$ cat src/rcfq_pkg.sv
`timescale 1ns / 1ps

package rcfq_pkg;

  localparam int QUEUE_DEPTH = 8;
  localparam int IDX_W = (QUEUE_DEPTH > 1) ? $clog2(QUEUE_DEPTH) : 1;
  localparam int CNT_W = $clog2(QUEUE_DEPTH + 1);
  localparam int TAG_W = 16;
  localparam int DROP_W = 32;

  localparam logic [1:0] OP_SUBMIT = 2'd0;
  localparam logic [1:0] OP_POP    = 2'd1;
  localparam logic [1:0] OP_CLEAR  = 2'd2;
  localparam logic [1:0] OP_NOP    = 2'd3;

  typedef enum logic [2:0] {
    S_IDLE,
    S_DECODE,
    S_PURGE_L,
    S_PURGE_R,
    S_EVICT,
    S_INSERT,
    S_DONE
  } state_t;

  // Which queue entry to remove in this cycle.
  typedef enum logic [1:0] {
    RM_NONE,
    RM_LEFT,
    RM_RIGHT,
    RM_EVICT
  } rm_sel_t;

  typedef struct packed {
    logic [TAG_W-1:0] tag;
    logic             rel_left;
    logic             rel_right;
    logic             rel_any;
  } entry_t;

  typedef struct packed {
    logic    load;
    logic    exec;
    rm_sel_t rm_sel;
    logic    drop_new;
    logic    insert;
  } cmd_t;

  typedef struct packed {
    logic submit_event;
    logic left_pending;
    logic right_pending;
    logic full;
    logic has_nonrel;
    logic new_rel_any;
  } status_t;

  // Lowest set bit of a mask; zero when the mask is empty.
  function automatic logic [IDX_W-1:0] first_set(input logic [QUEUE_DEPTH-1:0] mask);
    logic [IDX_W-1:0] pos;
    pos = '0;
    for (int i = QUEUE_DEPTH - 1; i >= 0; i--) begin
      if (mask[i]) begin
        pos = IDX_W'(i);
      end
    end
    return pos;
  endfunction

endpackage

$ cat src/release_coalescing_frame_queue.sv
`timescale 1ns / 1ps

// Frame queue with release coalescing. Pulse start while busy is low to issue
// one transaction (submit, pop, clear or no-op); the result appears in the
// cycle after the last internal step, on the result ports for one cycle with
// done high, and the receiver cannot stall it, so sample it then.
// Status ports (queue_count, latest_present, drop counters) are valid in the
// done cycle. Pop, clear, no-op, mailbox submits and submits ignored while
// disabled go through decode and then done. An event submit goes through
// decode, left and right release coalescing, evict, insert and done; in
// coalescing the queue controller removes the pending entries one per cycle
// through the shift network. An event submit that meets a full queue of
// releases with a plain newcomer discards the newcomer and skips the insert
// step. Write accept_enable only while busy is low.
module release_coalescing_frame_queue (
  input  logic                        clk,
  input  logic                        rst,
  input  logic                        cfg_we,
  input  logic                        cfg_wdata,
  input  logic                        start,
  output logic                        busy,
  input  logic [1:0]                  opcode,
  input  logic [rcfq_pkg::TAG_W-1:0]  frame_tag,
  input  logic                        has_events,
  input  logic                        release_left,
  input  logic                        release_right,
  input  logic                        release_any,
  output logic                        done,
  output logic                        out_valid,
  output logic [rcfq_pkg::TAG_W-1:0]  out_tag,
  output logic                        out_from_queue,
  output logic [3:0]                  queue_count,
  output logic                        latest_present,
  output logic [rcfq_pkg::DROP_W-1:0] dropped_latest_count,
  output logic [rcfq_pkg::DROP_W-1:0] dropped_queue_count
);
  import rcfq_pkg::*;

  cmd_t    cmd;
  status_t status;

  // Sequence each transaction: decode, coalesce per hand, evict, insert.
  rcfq_ctrl u_ctrl (
    .clk    (clk),
    .rst    (rst),
    .start  (start),
    .status (status),
    .cmd    (cmd),
    .busy   (busy),
    .done   (done)
  );

  // Hold the queue entries, the mailbox, the drop counters and the result.
  rcfq_datapath u_datapath (
    .clk                  (clk),
    .rst                  (rst),
    .cfg_we               (cfg_we),
    .cfg_wdata            (cfg_wdata),
    .opcode               (opcode),
    .frame_tag            (frame_tag),
    .has_events           (has_events),
    .release_left         (release_left),
    .release_right        (release_right),
    .release_any          (release_any),
    .cmd                  (cmd),
    .status               (status),
    .out_valid            (out_valid),
    .out_tag              (out_tag),
    .out_from_queue       (out_from_queue),
    .queue_count          (queue_count),
    .latest_present       (latest_present),
    .dropped_latest_count (dropped_latest_count),
    .dropped_queue_count  (dropped_queue_count)
  );

endmodule

$ cat src/rcfq_ctrl.sv
`timescale 1ns / 1ps

module rcfq_ctrl (
  input  logic              clk,
  input  logic              rst,
  input  logic              start,
  input  rcfq_pkg::status_t status,
  output rcfq_pkg::cmd_t    cmd,
  output logic              busy,
  output logic              done
);
  import rcfq_pkg::*;

  state_t state;
  state_t state_next;

  always_ff @(posedge clk) begin
    if (rst) begin
      state <= S_IDLE;
    end else begin
      state <= state_next;
    end
  end

  always_comb begin
    state_next = state;
    cmd = '0;
    cmd.rm_sel = RM_NONE;
    busy = (state != S_IDLE);
    done = 1'b0;
    case (state)
      S_IDLE: begin
        if (start) begin
          cmd.load = 1'b1;
          state_next = S_DECODE;
        end
      end
      S_DECODE: begin
        if (status.submit_event) begin
          state_next = S_PURGE_L;
        end else begin
          cmd.exec = 1'b1;
          state_next = S_DONE;
        end
      end
      S_PURGE_L: begin
        if (status.left_pending) begin
          cmd.rm_sel = RM_LEFT;
        end else begin
          state_next = S_PURGE_R;
        end
      end
      S_PURGE_R: begin
        if (status.right_pending) begin
          cmd.rm_sel = RM_RIGHT;
        end else begin
          state_next = S_EVICT;
        end
      end
      S_EVICT: begin
        state_next = S_INSERT;
        if (status.full) begin
          if (status.has_nonrel || status.new_rel_any) begin
            cmd.rm_sel = RM_EVICT;
          end else begin
            cmd.drop_new = 1'b1;
            state_next = S_DONE;
          end
        end
      end
      S_INSERT: begin
        cmd.insert = 1'b1;
        state_next = S_DONE;
      end
      S_DONE: begin
        done = 1'b1;
        state_next = S_IDLE;
      end
      default: begin
        state_next = S_IDLE;
      end
    endcase
  end

endmodule

$ cat src/rcfq_datapath.sv
`timescale 1ns / 1ps

module rcfq_datapath (
  input  logic                            clk,
  input  logic                            rst,
  input  logic                            cfg_we,
  input  logic                            cfg_wdata,
  input  logic [1:0]                      opcode,
  input  logic [rcfq_pkg::TAG_W-1:0]      frame_tag,
  input  logic                            has_events,
  input  logic                            release_left,
  input  logic                            release_right,
  input  logic                            release_any,
  input  rcfq_pkg::cmd_t                  cmd,
  output rcfq_pkg::status_t               status,
  output logic                            out_valid,
  output logic [rcfq_pkg::TAG_W-1:0]      out_tag,
  output logic                            out_from_queue,
  output logic [3:0]                      queue_count,
  output logic                            latest_present,
  output logic [rcfq_pkg::DROP_W-1:0]     dropped_latest_count,
  output logic [rcfq_pkg::DROP_W-1:0]     dropped_queue_count
);
  import rcfq_pkg::*;

  logic                    accept_enable;
  logic [1:0]              op;
  entry_t                  item;
  logic                    item_ev;
  entry_t                  queue [QUEUE_DEPTH];
  logic [CNT_W-1:0]        len;
  logic [TAG_W-1:0]        mailbox_tag;
  logic                    mailbox_full;
  logic [DROP_W-1:0]       latest_drops;
  logic [DROP_W-1:0]       queue_drops;

  logic [QUEUE_DEPTH-1:0]  live;
  logic [QUEUE_DEPTH-1:0]  left_mask;
  logic [QUEUE_DEPTH-1:0]  right_mask;
  logic [QUEUE_DEPTH-1:0]  nonrel_mask;
  logic                    pop_queue;
  logic                    shift_en;
  logic [IDX_W-1:0]        shift_pos;

  always_comb begin
    for (int i = 0; i < QUEUE_DEPTH; i++) begin
      live[i]        = (CNT_W'(i) < len);
      left_mask[i]   = live[i] && queue[i].rel_left;
      right_mask[i]  = live[i] && queue[i].rel_right;
      nonrel_mask[i] = live[i] && !queue[i].rel_any;
    end
  end

  assign status.submit_event  = (op == OP_SUBMIT) && accept_enable && item_ev;
  assign status.left_pending  = item.rel_left && (|left_mask);
  assign status.right_pending = item.rel_right && (|right_mask);
  assign status.full          = (len == CNT_W'(QUEUE_DEPTH));
  assign status.has_nonrel    = |nonrel_mask;
  assign status.new_rel_any   = item.rel_any;

  assign pop_queue = cmd.exec && (op == OP_POP) && (len != '0);
  assign shift_en  = pop_queue || (cmd.rm_sel != RM_NONE);

  always_comb begin
    case (cmd.rm_sel)
      RM_LEFT:  shift_pos = first_set(left_mask);
      RM_RIGHT: shift_pos = first_set(right_mask);
      RM_EVICT: shift_pos = (|nonrel_mask) ? first_set(nonrel_mask) : '0;
      default:  shift_pos = '0;
    endcase
  end

  always_ff @(posedge clk) begin
    if (rst) begin
      accept_enable <= 1'b0;
      len           <= '0;
      mailbox_full  <= 1'b0;
      latest_drops  <= '0;
      queue_drops   <= '0;
    end else begin
      if (cfg_we) begin
        accept_enable <= cfg_wdata;
      end
      if (cmd.load) begin
        op             <= opcode;
        item.tag       <= frame_tag;
        item.rel_left  <= release_left;
        item.rel_right <= release_right;
        item.rel_any   <= release_any;
        item_ev        <= has_events;
        out_valid      <= 1'b0;
        out_tag        <= '0;
        out_from_queue <= 1'b0;
      end
      // Close the gap left by a removed or popped entry.
      if (shift_en) begin
        for (int i = 0; i < QUEUE_DEPTH - 1; i++) begin
          if (i >= int'(shift_pos)) begin
            queue[i] <= queue[i+1];
          end
        end
        len <= len - 1'b1;
      end
      if (cmd.rm_sel != RM_NONE || cmd.drop_new) begin
        queue_drops <= queue_drops + 1'b1;
      end
      if (cmd.insert) begin
        queue[len[IDX_W-1:0]] <= item;
        len <= len + 1'b1;
      end
      if (cmd.exec) begin
        case (op)
          OP_SUBMIT: begin
            if (accept_enable && !item_ev) begin
              if (mailbox_full) begin
                latest_drops <= latest_drops + 1'b1;
              end
              mailbox_tag  <= item.tag;
              mailbox_full <= 1'b1;
            end
          end
          OP_POP: begin
            if (len != '0) begin
              out_valid      <= 1'b1;
              out_tag        <= queue[0].tag;
              out_from_queue <= 1'b1;
            end else if (mailbox_full) begin
              out_valid    <= 1'b1;
              out_tag      <= mailbox_tag;
              mailbox_full <= 1'b0;
            end
          end
          OP_CLEAR: begin
            len          <= '0;
            mailbox_full <= 1'b0;
          end
          default: begin
          end
        endcase
      end
    end
  end

  assign queue_count          = 4'(len);
  assign latest_present       = mailbox_full;
  assign dropped_latest_count = latest_drops;
  assign dropped_queue_count  = queue_drops;

endmodule

$ cat config.mk
export PLATFORM = sky130hd
export DESIGN_NAME = release_coalescing_frame_queue
export DESIGN_NICKNAME = d
export VERILOG_FILES = /design/src/rcfq_pkg.sv /design/src/release_coalescing_frame_queue.sv /design/src/rcfq_ctrl.sv /design/src/rcfq_datapath.sv
export SDC_FILE = /design/constraint.sdc
export NUM_CORES = 1
export LEC_CHECK = 0
export BUFFER_PORTS_ARGS = -buffer_cell sky130_fd_sc_hd__buf_4
export CORE_ASPECT_RATIO = 0.5
export CORE_UTILIZATION = 58
export DETAILED_ROUTE_END_ITERATION = 10
export PLACE_DENSITY_LB_ADDON = 0.3
export SYNTH_ARGS = -nofsm -noshare
export SYNTH_HDL_FRONTEND = slang
export SYNTH_SLANG_ARGS = --single-unit
$ cat constraint.sdc
create_clock -name clk -period 4.55 [get_ports clk]
set_input_delay 0.2275 -clock clk [delete_from_list [all_inputs] [get_ports clk]]
set_output_delay 0.2275 -clock clk [all_outputs]
set_load 0.05 [all_outputs]
# Word level (Yosys, flattened, before mapping)

Memory sizes are Yosys's and may differ from the RTL's.
Cells that the tools add are included.
W data, S select, Z words.

Register bits: 129
Latch bits: 0
Bits in writable memories: 152
Bits in read-only memories: 0
Word-level logic and storage cells: 213
Memories: 1

Add/subtract/negate cells: 4
$mul: 0
Div/mod/pow operators: 0
Order comparisons: 15
Eq/ne operators: 17
Shift-type cells: 0
Mux-type cells: 101
Bitwise gates (word level): 1
Reductions and logical operators: 58

Memories:

| memory           | words | width | read ports | clocked after Yosys merged registers in | write ports | RTL line            | RTL |
|---|---|---|---|---|---|---|---|
| u_datapath.queue | 8     | 19    | 8          | 0                                       | 7           | rcfq_datapath.sv:30 | `entry_t queue [QUEUE_DEPTH];` |

Operators by type and width:

| operator                | count |
|---|---|
| $mux W3                 | 32 |
| $mux W16                | 5 |
| $add A32 B1 Y32 const B | 2 |
| $mux W1                 | 52 |
| $logic_and A1 B1 Y1     | 31 |
| $reduce_or A8 Y1        | 3 |
| $mux W19                | 1 |
| $reduce_or A19 Y1       | 1 |
| $pmux W3 S6             | 1 |
| $lt A3 B4 Y1 const A    | 4 |
| $mux W4                 | 4 |
| $reduce_and A4 Y1       | 3 |
| $ne A2 B2 Y1 const B    | 5 |
| $eq A3 B3 Y1 const B    | 3 |
| $ge A3 B3 Y1 const A    | 3 |
| $logic_not A1 Y1        | 9 |
| $pmux W3 S3             | 1 |
| $lt A1 B4 Y1 const A    | 2 |
| $lt A2 B4 Y1 const A    | 2 |
| $eq A2 B2 Y1 const B    | 3 |
| $eq A3 B2 Y1 const B    | 2 |
| $ge A1 B3 Y1 const A    | 2 |
| $ge A2 B3 Y1 const A    | 2 |
| $mux W2                 | 3 |
| 16 further kinds        | 20 |

# Depth between registers and ports, before layout

An unclocked memory read counts as a cell.

Word-level depth: 19
Mapped depth: 12

# Cells and area by module

Synthesis repeated with hierarchy kept, for this count alone.

Cells, all modules: 964
Area, all modules: 12,369.4 um^2

Modules (own cells, without submodules):

| module        | times used | cells each | area each (um^2) | seq. area each (um^2) |
|---|---|---|---|---|
| rcfq_datapath | 1          | 926        | 12,091.6         | 7,647.3 |
| rcfq_ctrl     | 1          | 38         | 277.8            | 60.1 |

# Least setup slack after synthesis

OpenSTA, ideal clock, no wires.

Path type: register to register
Start point: register u_datapath.len[0] (netlist: u_datapath.queue_count[0])
End point: memory u_datapath.queue[2][0] in the netlist's numbering (enable)
Library setup time: 0.421 ns
Arrival: 4.150 ns
Required time: 4.129 ns
Slack: -0.022 ns
Stages on the path, launching flop included: 10
Path buffers: 2
Period minus slack after synthesis: 4.572 ns
Cells stage by stage: dfxtp_1 clkinv_1 ha_1 or3b_1 clkbuf_1 clkbuf_1 nand3_1 a41oi_2 nand2_1 o21ai_0

RTL lines:

| item                   | RTL line             | RTL |
|---|---|---|
| from (decl)            | rcfq_datapath.sv:31  | `logic [CNT_W-1:0] len;` |
| from (signal assigned) | rcfq_datapath.sv:102 | `len <= len - 1'b1;` |
| from (signal assigned) | rcfq_datapath.sv:109 | `len <= len + 1'b1;` |
| to (decl)              | rcfq_datapath.sv:30  |  |

==> flow_summary.toml <==
[placement]
io_buffers = 115
hpwlAfterDp_mm = 19.7
placedCellCount = 1437
gp_congestion = 0.910

[critical_path]
cp-end-kind = "flop"
critPathArrivalTime_ns = 3.98
critical_path_class = "reg2reg"
crit_slowest_cell = "dfxtp_1"
critPathRequiredTime_ns = 4.82
start_kind = "flop"
slowest_delay_ns = 0.62
cpLargestDelayFamily = "buffers and inverters"
worst-path-buf-inv = 3
crit_path_max_fanout = 22
path_cells = "inv_1, ha_1, or3b_1, buf_4, a21oi_1, nand2_1, nor3_1, nor3_1, o31a_1, buf_4, mux2_4"

[floorplan]
ios = 116
chipHeight_um = 105
core.rowCount = 37
die_w_um = 208
coreArea_sq_um = 20600
die_area_sq_um = 21800
start_util = 0.595

[timing]
fmax_mhz = 269
max_slew_margin = 0.161
period_share = 0.816
hold_ws_ns = 0.178
fin_worst_skew_ns = 0.0119
finalSetupViolCount = 0
drv_slew = 0
tightest_slew_ns = 1.26
rsz0062_at_grt = "false"
hold_viol = 0
finalCriticalPeriod_ns = 3.71
fin_tns_setup_ns = 0

[routing]
first_pass_iters = 6
drtIter0Drc = 1027
drc = 0
vias = 9028
wl_per_cell_um = 19.2
drtAntennaViolNets = 0
vias_per_cell = 6.00
drt_wl_total_mm = 28.9

[logic_synthesis]
ys_seq_elements = 281
synth_top_area_frac = 0.509
synth_top_area_cell = "edfxtp_1"
yosysMostFrequentCell = "edfxtp_1"
synth_ff_type = "edfxtp_1"
yosysWarnings = 0
async_reset_ff_frac = 0
syn_nets = 1107
netlist_top_cells_count = "edfxtp_1 (208), o21ai_0 (110), nand2_1 (101)"
synthTopCellsByArea = "edfxtp_1 (51%), dfxtp_1 (12%), o21ai_0 (4.5%)"
syn_inst = 1070
synth_edf_count = 208
avgSynthCellArea_sq_um = 11.5
synth_seq_area_share = 0.628
synth.cell_area_sq_um = 12300
synth_cell_types = 66

[power]
sequentialPowerShare = 0.537
irDropWorstVdd_mv = 0.292
p_leak_nw = 5.52
power.share.clock = 0.405
p_switching_mw = 1.14
power.internal_mw = 4.12
p_comb_frac = 0.058
p_per_area_nw_per_um2 = 361
p_sw_frac = 0.217
finalPower_mw = 5.27

[global_route]
grt_pass1_wl_mm = 45.2
grt_max_degree = 72
antenna_found_initial = 0
grtUsageTotal = 0.265
overflow = 0
grt_pass1_vias = 8389

[min_path]
hp-class = "in2reg"

[clocking]
clockBufferDepth = 3
post_cts_resized = 0
cts_made_buffers = 24
htreeDepth = 1
clock_sinks = 281
cts_tree = "done"
ctsRootBufferMaster = "clkbuf_16"
worstSkewPairLatency_ns = 0.52
clk_pin_slew_ns = 0.07

[cells_and_area]
diodes = 0
fill_cells = 1410
drive_gt1_frac = 0.182
layout.cells.non_filler = 1504
syn_to_final_growth_pct = 18.7
nets = 1251

[outcome]
status = "finished, final reports clean"

[run]
maxCapViolations = 0
-- final timing paths --
| kind | startpoint | to | slack (ns) | cells after the start |
|---|---|---|---|---|
| max | u_datapath.queue_count[1] | u_datapath.queue[6][11] | 0.84 | 11 |
| min | start | u_ctrl.state[0] | 0.18 | 5 |
| max reg2reg | u_datapath.queue_count[1] | u_datapath.queue[6][11] | 0.84 | 11 |
| min reg2reg | u_datapath.item[17] | u_datapath.mailbox_tag[14] | 0.51 | 0 |
-- worst reg2reg max path: stages (launching register included) --
cell	delay [ns]
dfxtp_1	0.62
inv_1	0.24
ha_1	0.36
or3b_1	0.24
buf_4	0.26
a21oi_1	0.14
nand2_1	0.10
nor3_1	0.05
nor3_1	0.48
o31a_1	0.25
buf_4	0.38
mux2_4	0.35
-- flip-flops by register name (all words and copies together) (netlist names) --
| register | cells |
|---|---|
| u_datapath.dropped_queue_count | 32 |
| u_datapath.queue_count | 4 |
| u_datapath.accept_enable | 1 |
| u_datapath.dropped_latest_count | 32 |
| u_datapath.latest_present | 1 |
| u_datapath.status | 1 |
| u_datapath.op | 2 |
| u_datapath.queue | 152 |
| u_datapath.out_valid | 1 |
| u_datapath.mailbox_tag | 16 |
| u_ctrl.state | 3 |
| u_datapath.item_ev | 1 |
| u_datapath.item | 18 |
| u_datapath.out_tag | 16 |
| u_datapath.out_from_queue | 1 |
-- cell usage in the layout, fill, tap and decap left out, types with 9 or more instances in the layout --
cell | netlist | final
and4_1 | 10 | 10
edfxtp_1 | 208 | 208
buf_4 | 0 | 148
mux2i_1 | 23 | 23
dfxtp_1 | 73 | 73
dlygate4sd3_1 | 0 | 24
inv_1 | 38 | 38
o31ai_1 | 9 | 9
nand4_1 | 15 | 15
nand3_1 | 45 | 45
ha_1 | 10 | 10
xnor2_1 | 10 | 10
mux2_4 | 18 | 18
a21oi_1 | 77 | 77
a22oi_1 | 18 | 18
or3_1 | 26 | 26
nor2_1 | 96 | 95
xor2_1 | 23 | 23
o21ai_0 | 110 | 108
nand2_1 | 101 | 101
clkbuf_16 | 0 | 25
nor3_1 | 11 | 10
-- metrics by stage --
stage,instance area (sq um),setup WS (ns),util
5_1_grt,14600,0.573,0.706
3_3_place_gp,13500,1.07,0.655
4_1_cts,14600,0.731,0.705
2_1_floorplan,12300,0.493,-
3_5_place_dp,13500,0.848,0.655
6_report,14600,0.838,0.706
-- power groups by stage --
stage | Sequential (mW) | Combinational, mW | Clock [mW]
after floorplan | 2.92 | 0.138 | 0
after global placement | 2.88 | 0.281 | 0
after detailed placement | 2.88 | 0.288 | 0
after CTS | 2.83 | 0.306 | 2.14
after global routing | 2.83 | 0.328 | 2.25
final | 2.83 | 0.307 | 2.13
-- routing by layer --
layer / vias to the layer above / routed length, um / global-route usage
met5: - / 0 / 0
met4: 0 / 583 / 0.0688
met3: 50 / 2520 / 0.0460
met2: 376 / 12700 / 0.406
met1: 4385 / 13000 / 0.392
li1: 4217 / - / -
-- timing repair --
item,4_1_cts,5_1_grt
hold endpoints to repair,23,0
hold buffers,24,0
buffers inserted,0,0
-- cell families (layout without fill, tap and decap cells) --
logic type,count (synthesis),in the layout,synth area share
and+or+nand+nor,350,350,0.139
DFF,281,281,0.628
AOI/OAI and AO/OA,253,253,0.120
buffers and inverters,94,255,0.0314
muxes,49,49,0.0481
xor gates and xnor gates,33,33,0.0235
adders and majority gates,10,10,0.0102
-- layout make-up --
cell class | count | area [sq um] | share of cell area
inverters | 40 | 150 | 0.0103
repair buffers | 172 | 1350 | 0.0927
well taps | 273 | 342 | 0.0234
clock buffers | 31 | 648 | 0.0445
flip-flops and latches | 281 | 7710 | 0.529
multi-input cells | 695 | 4220 | 0.289
clock inverters | 12 | 158 | 0.0108
(Power assumes the default switching activity.)
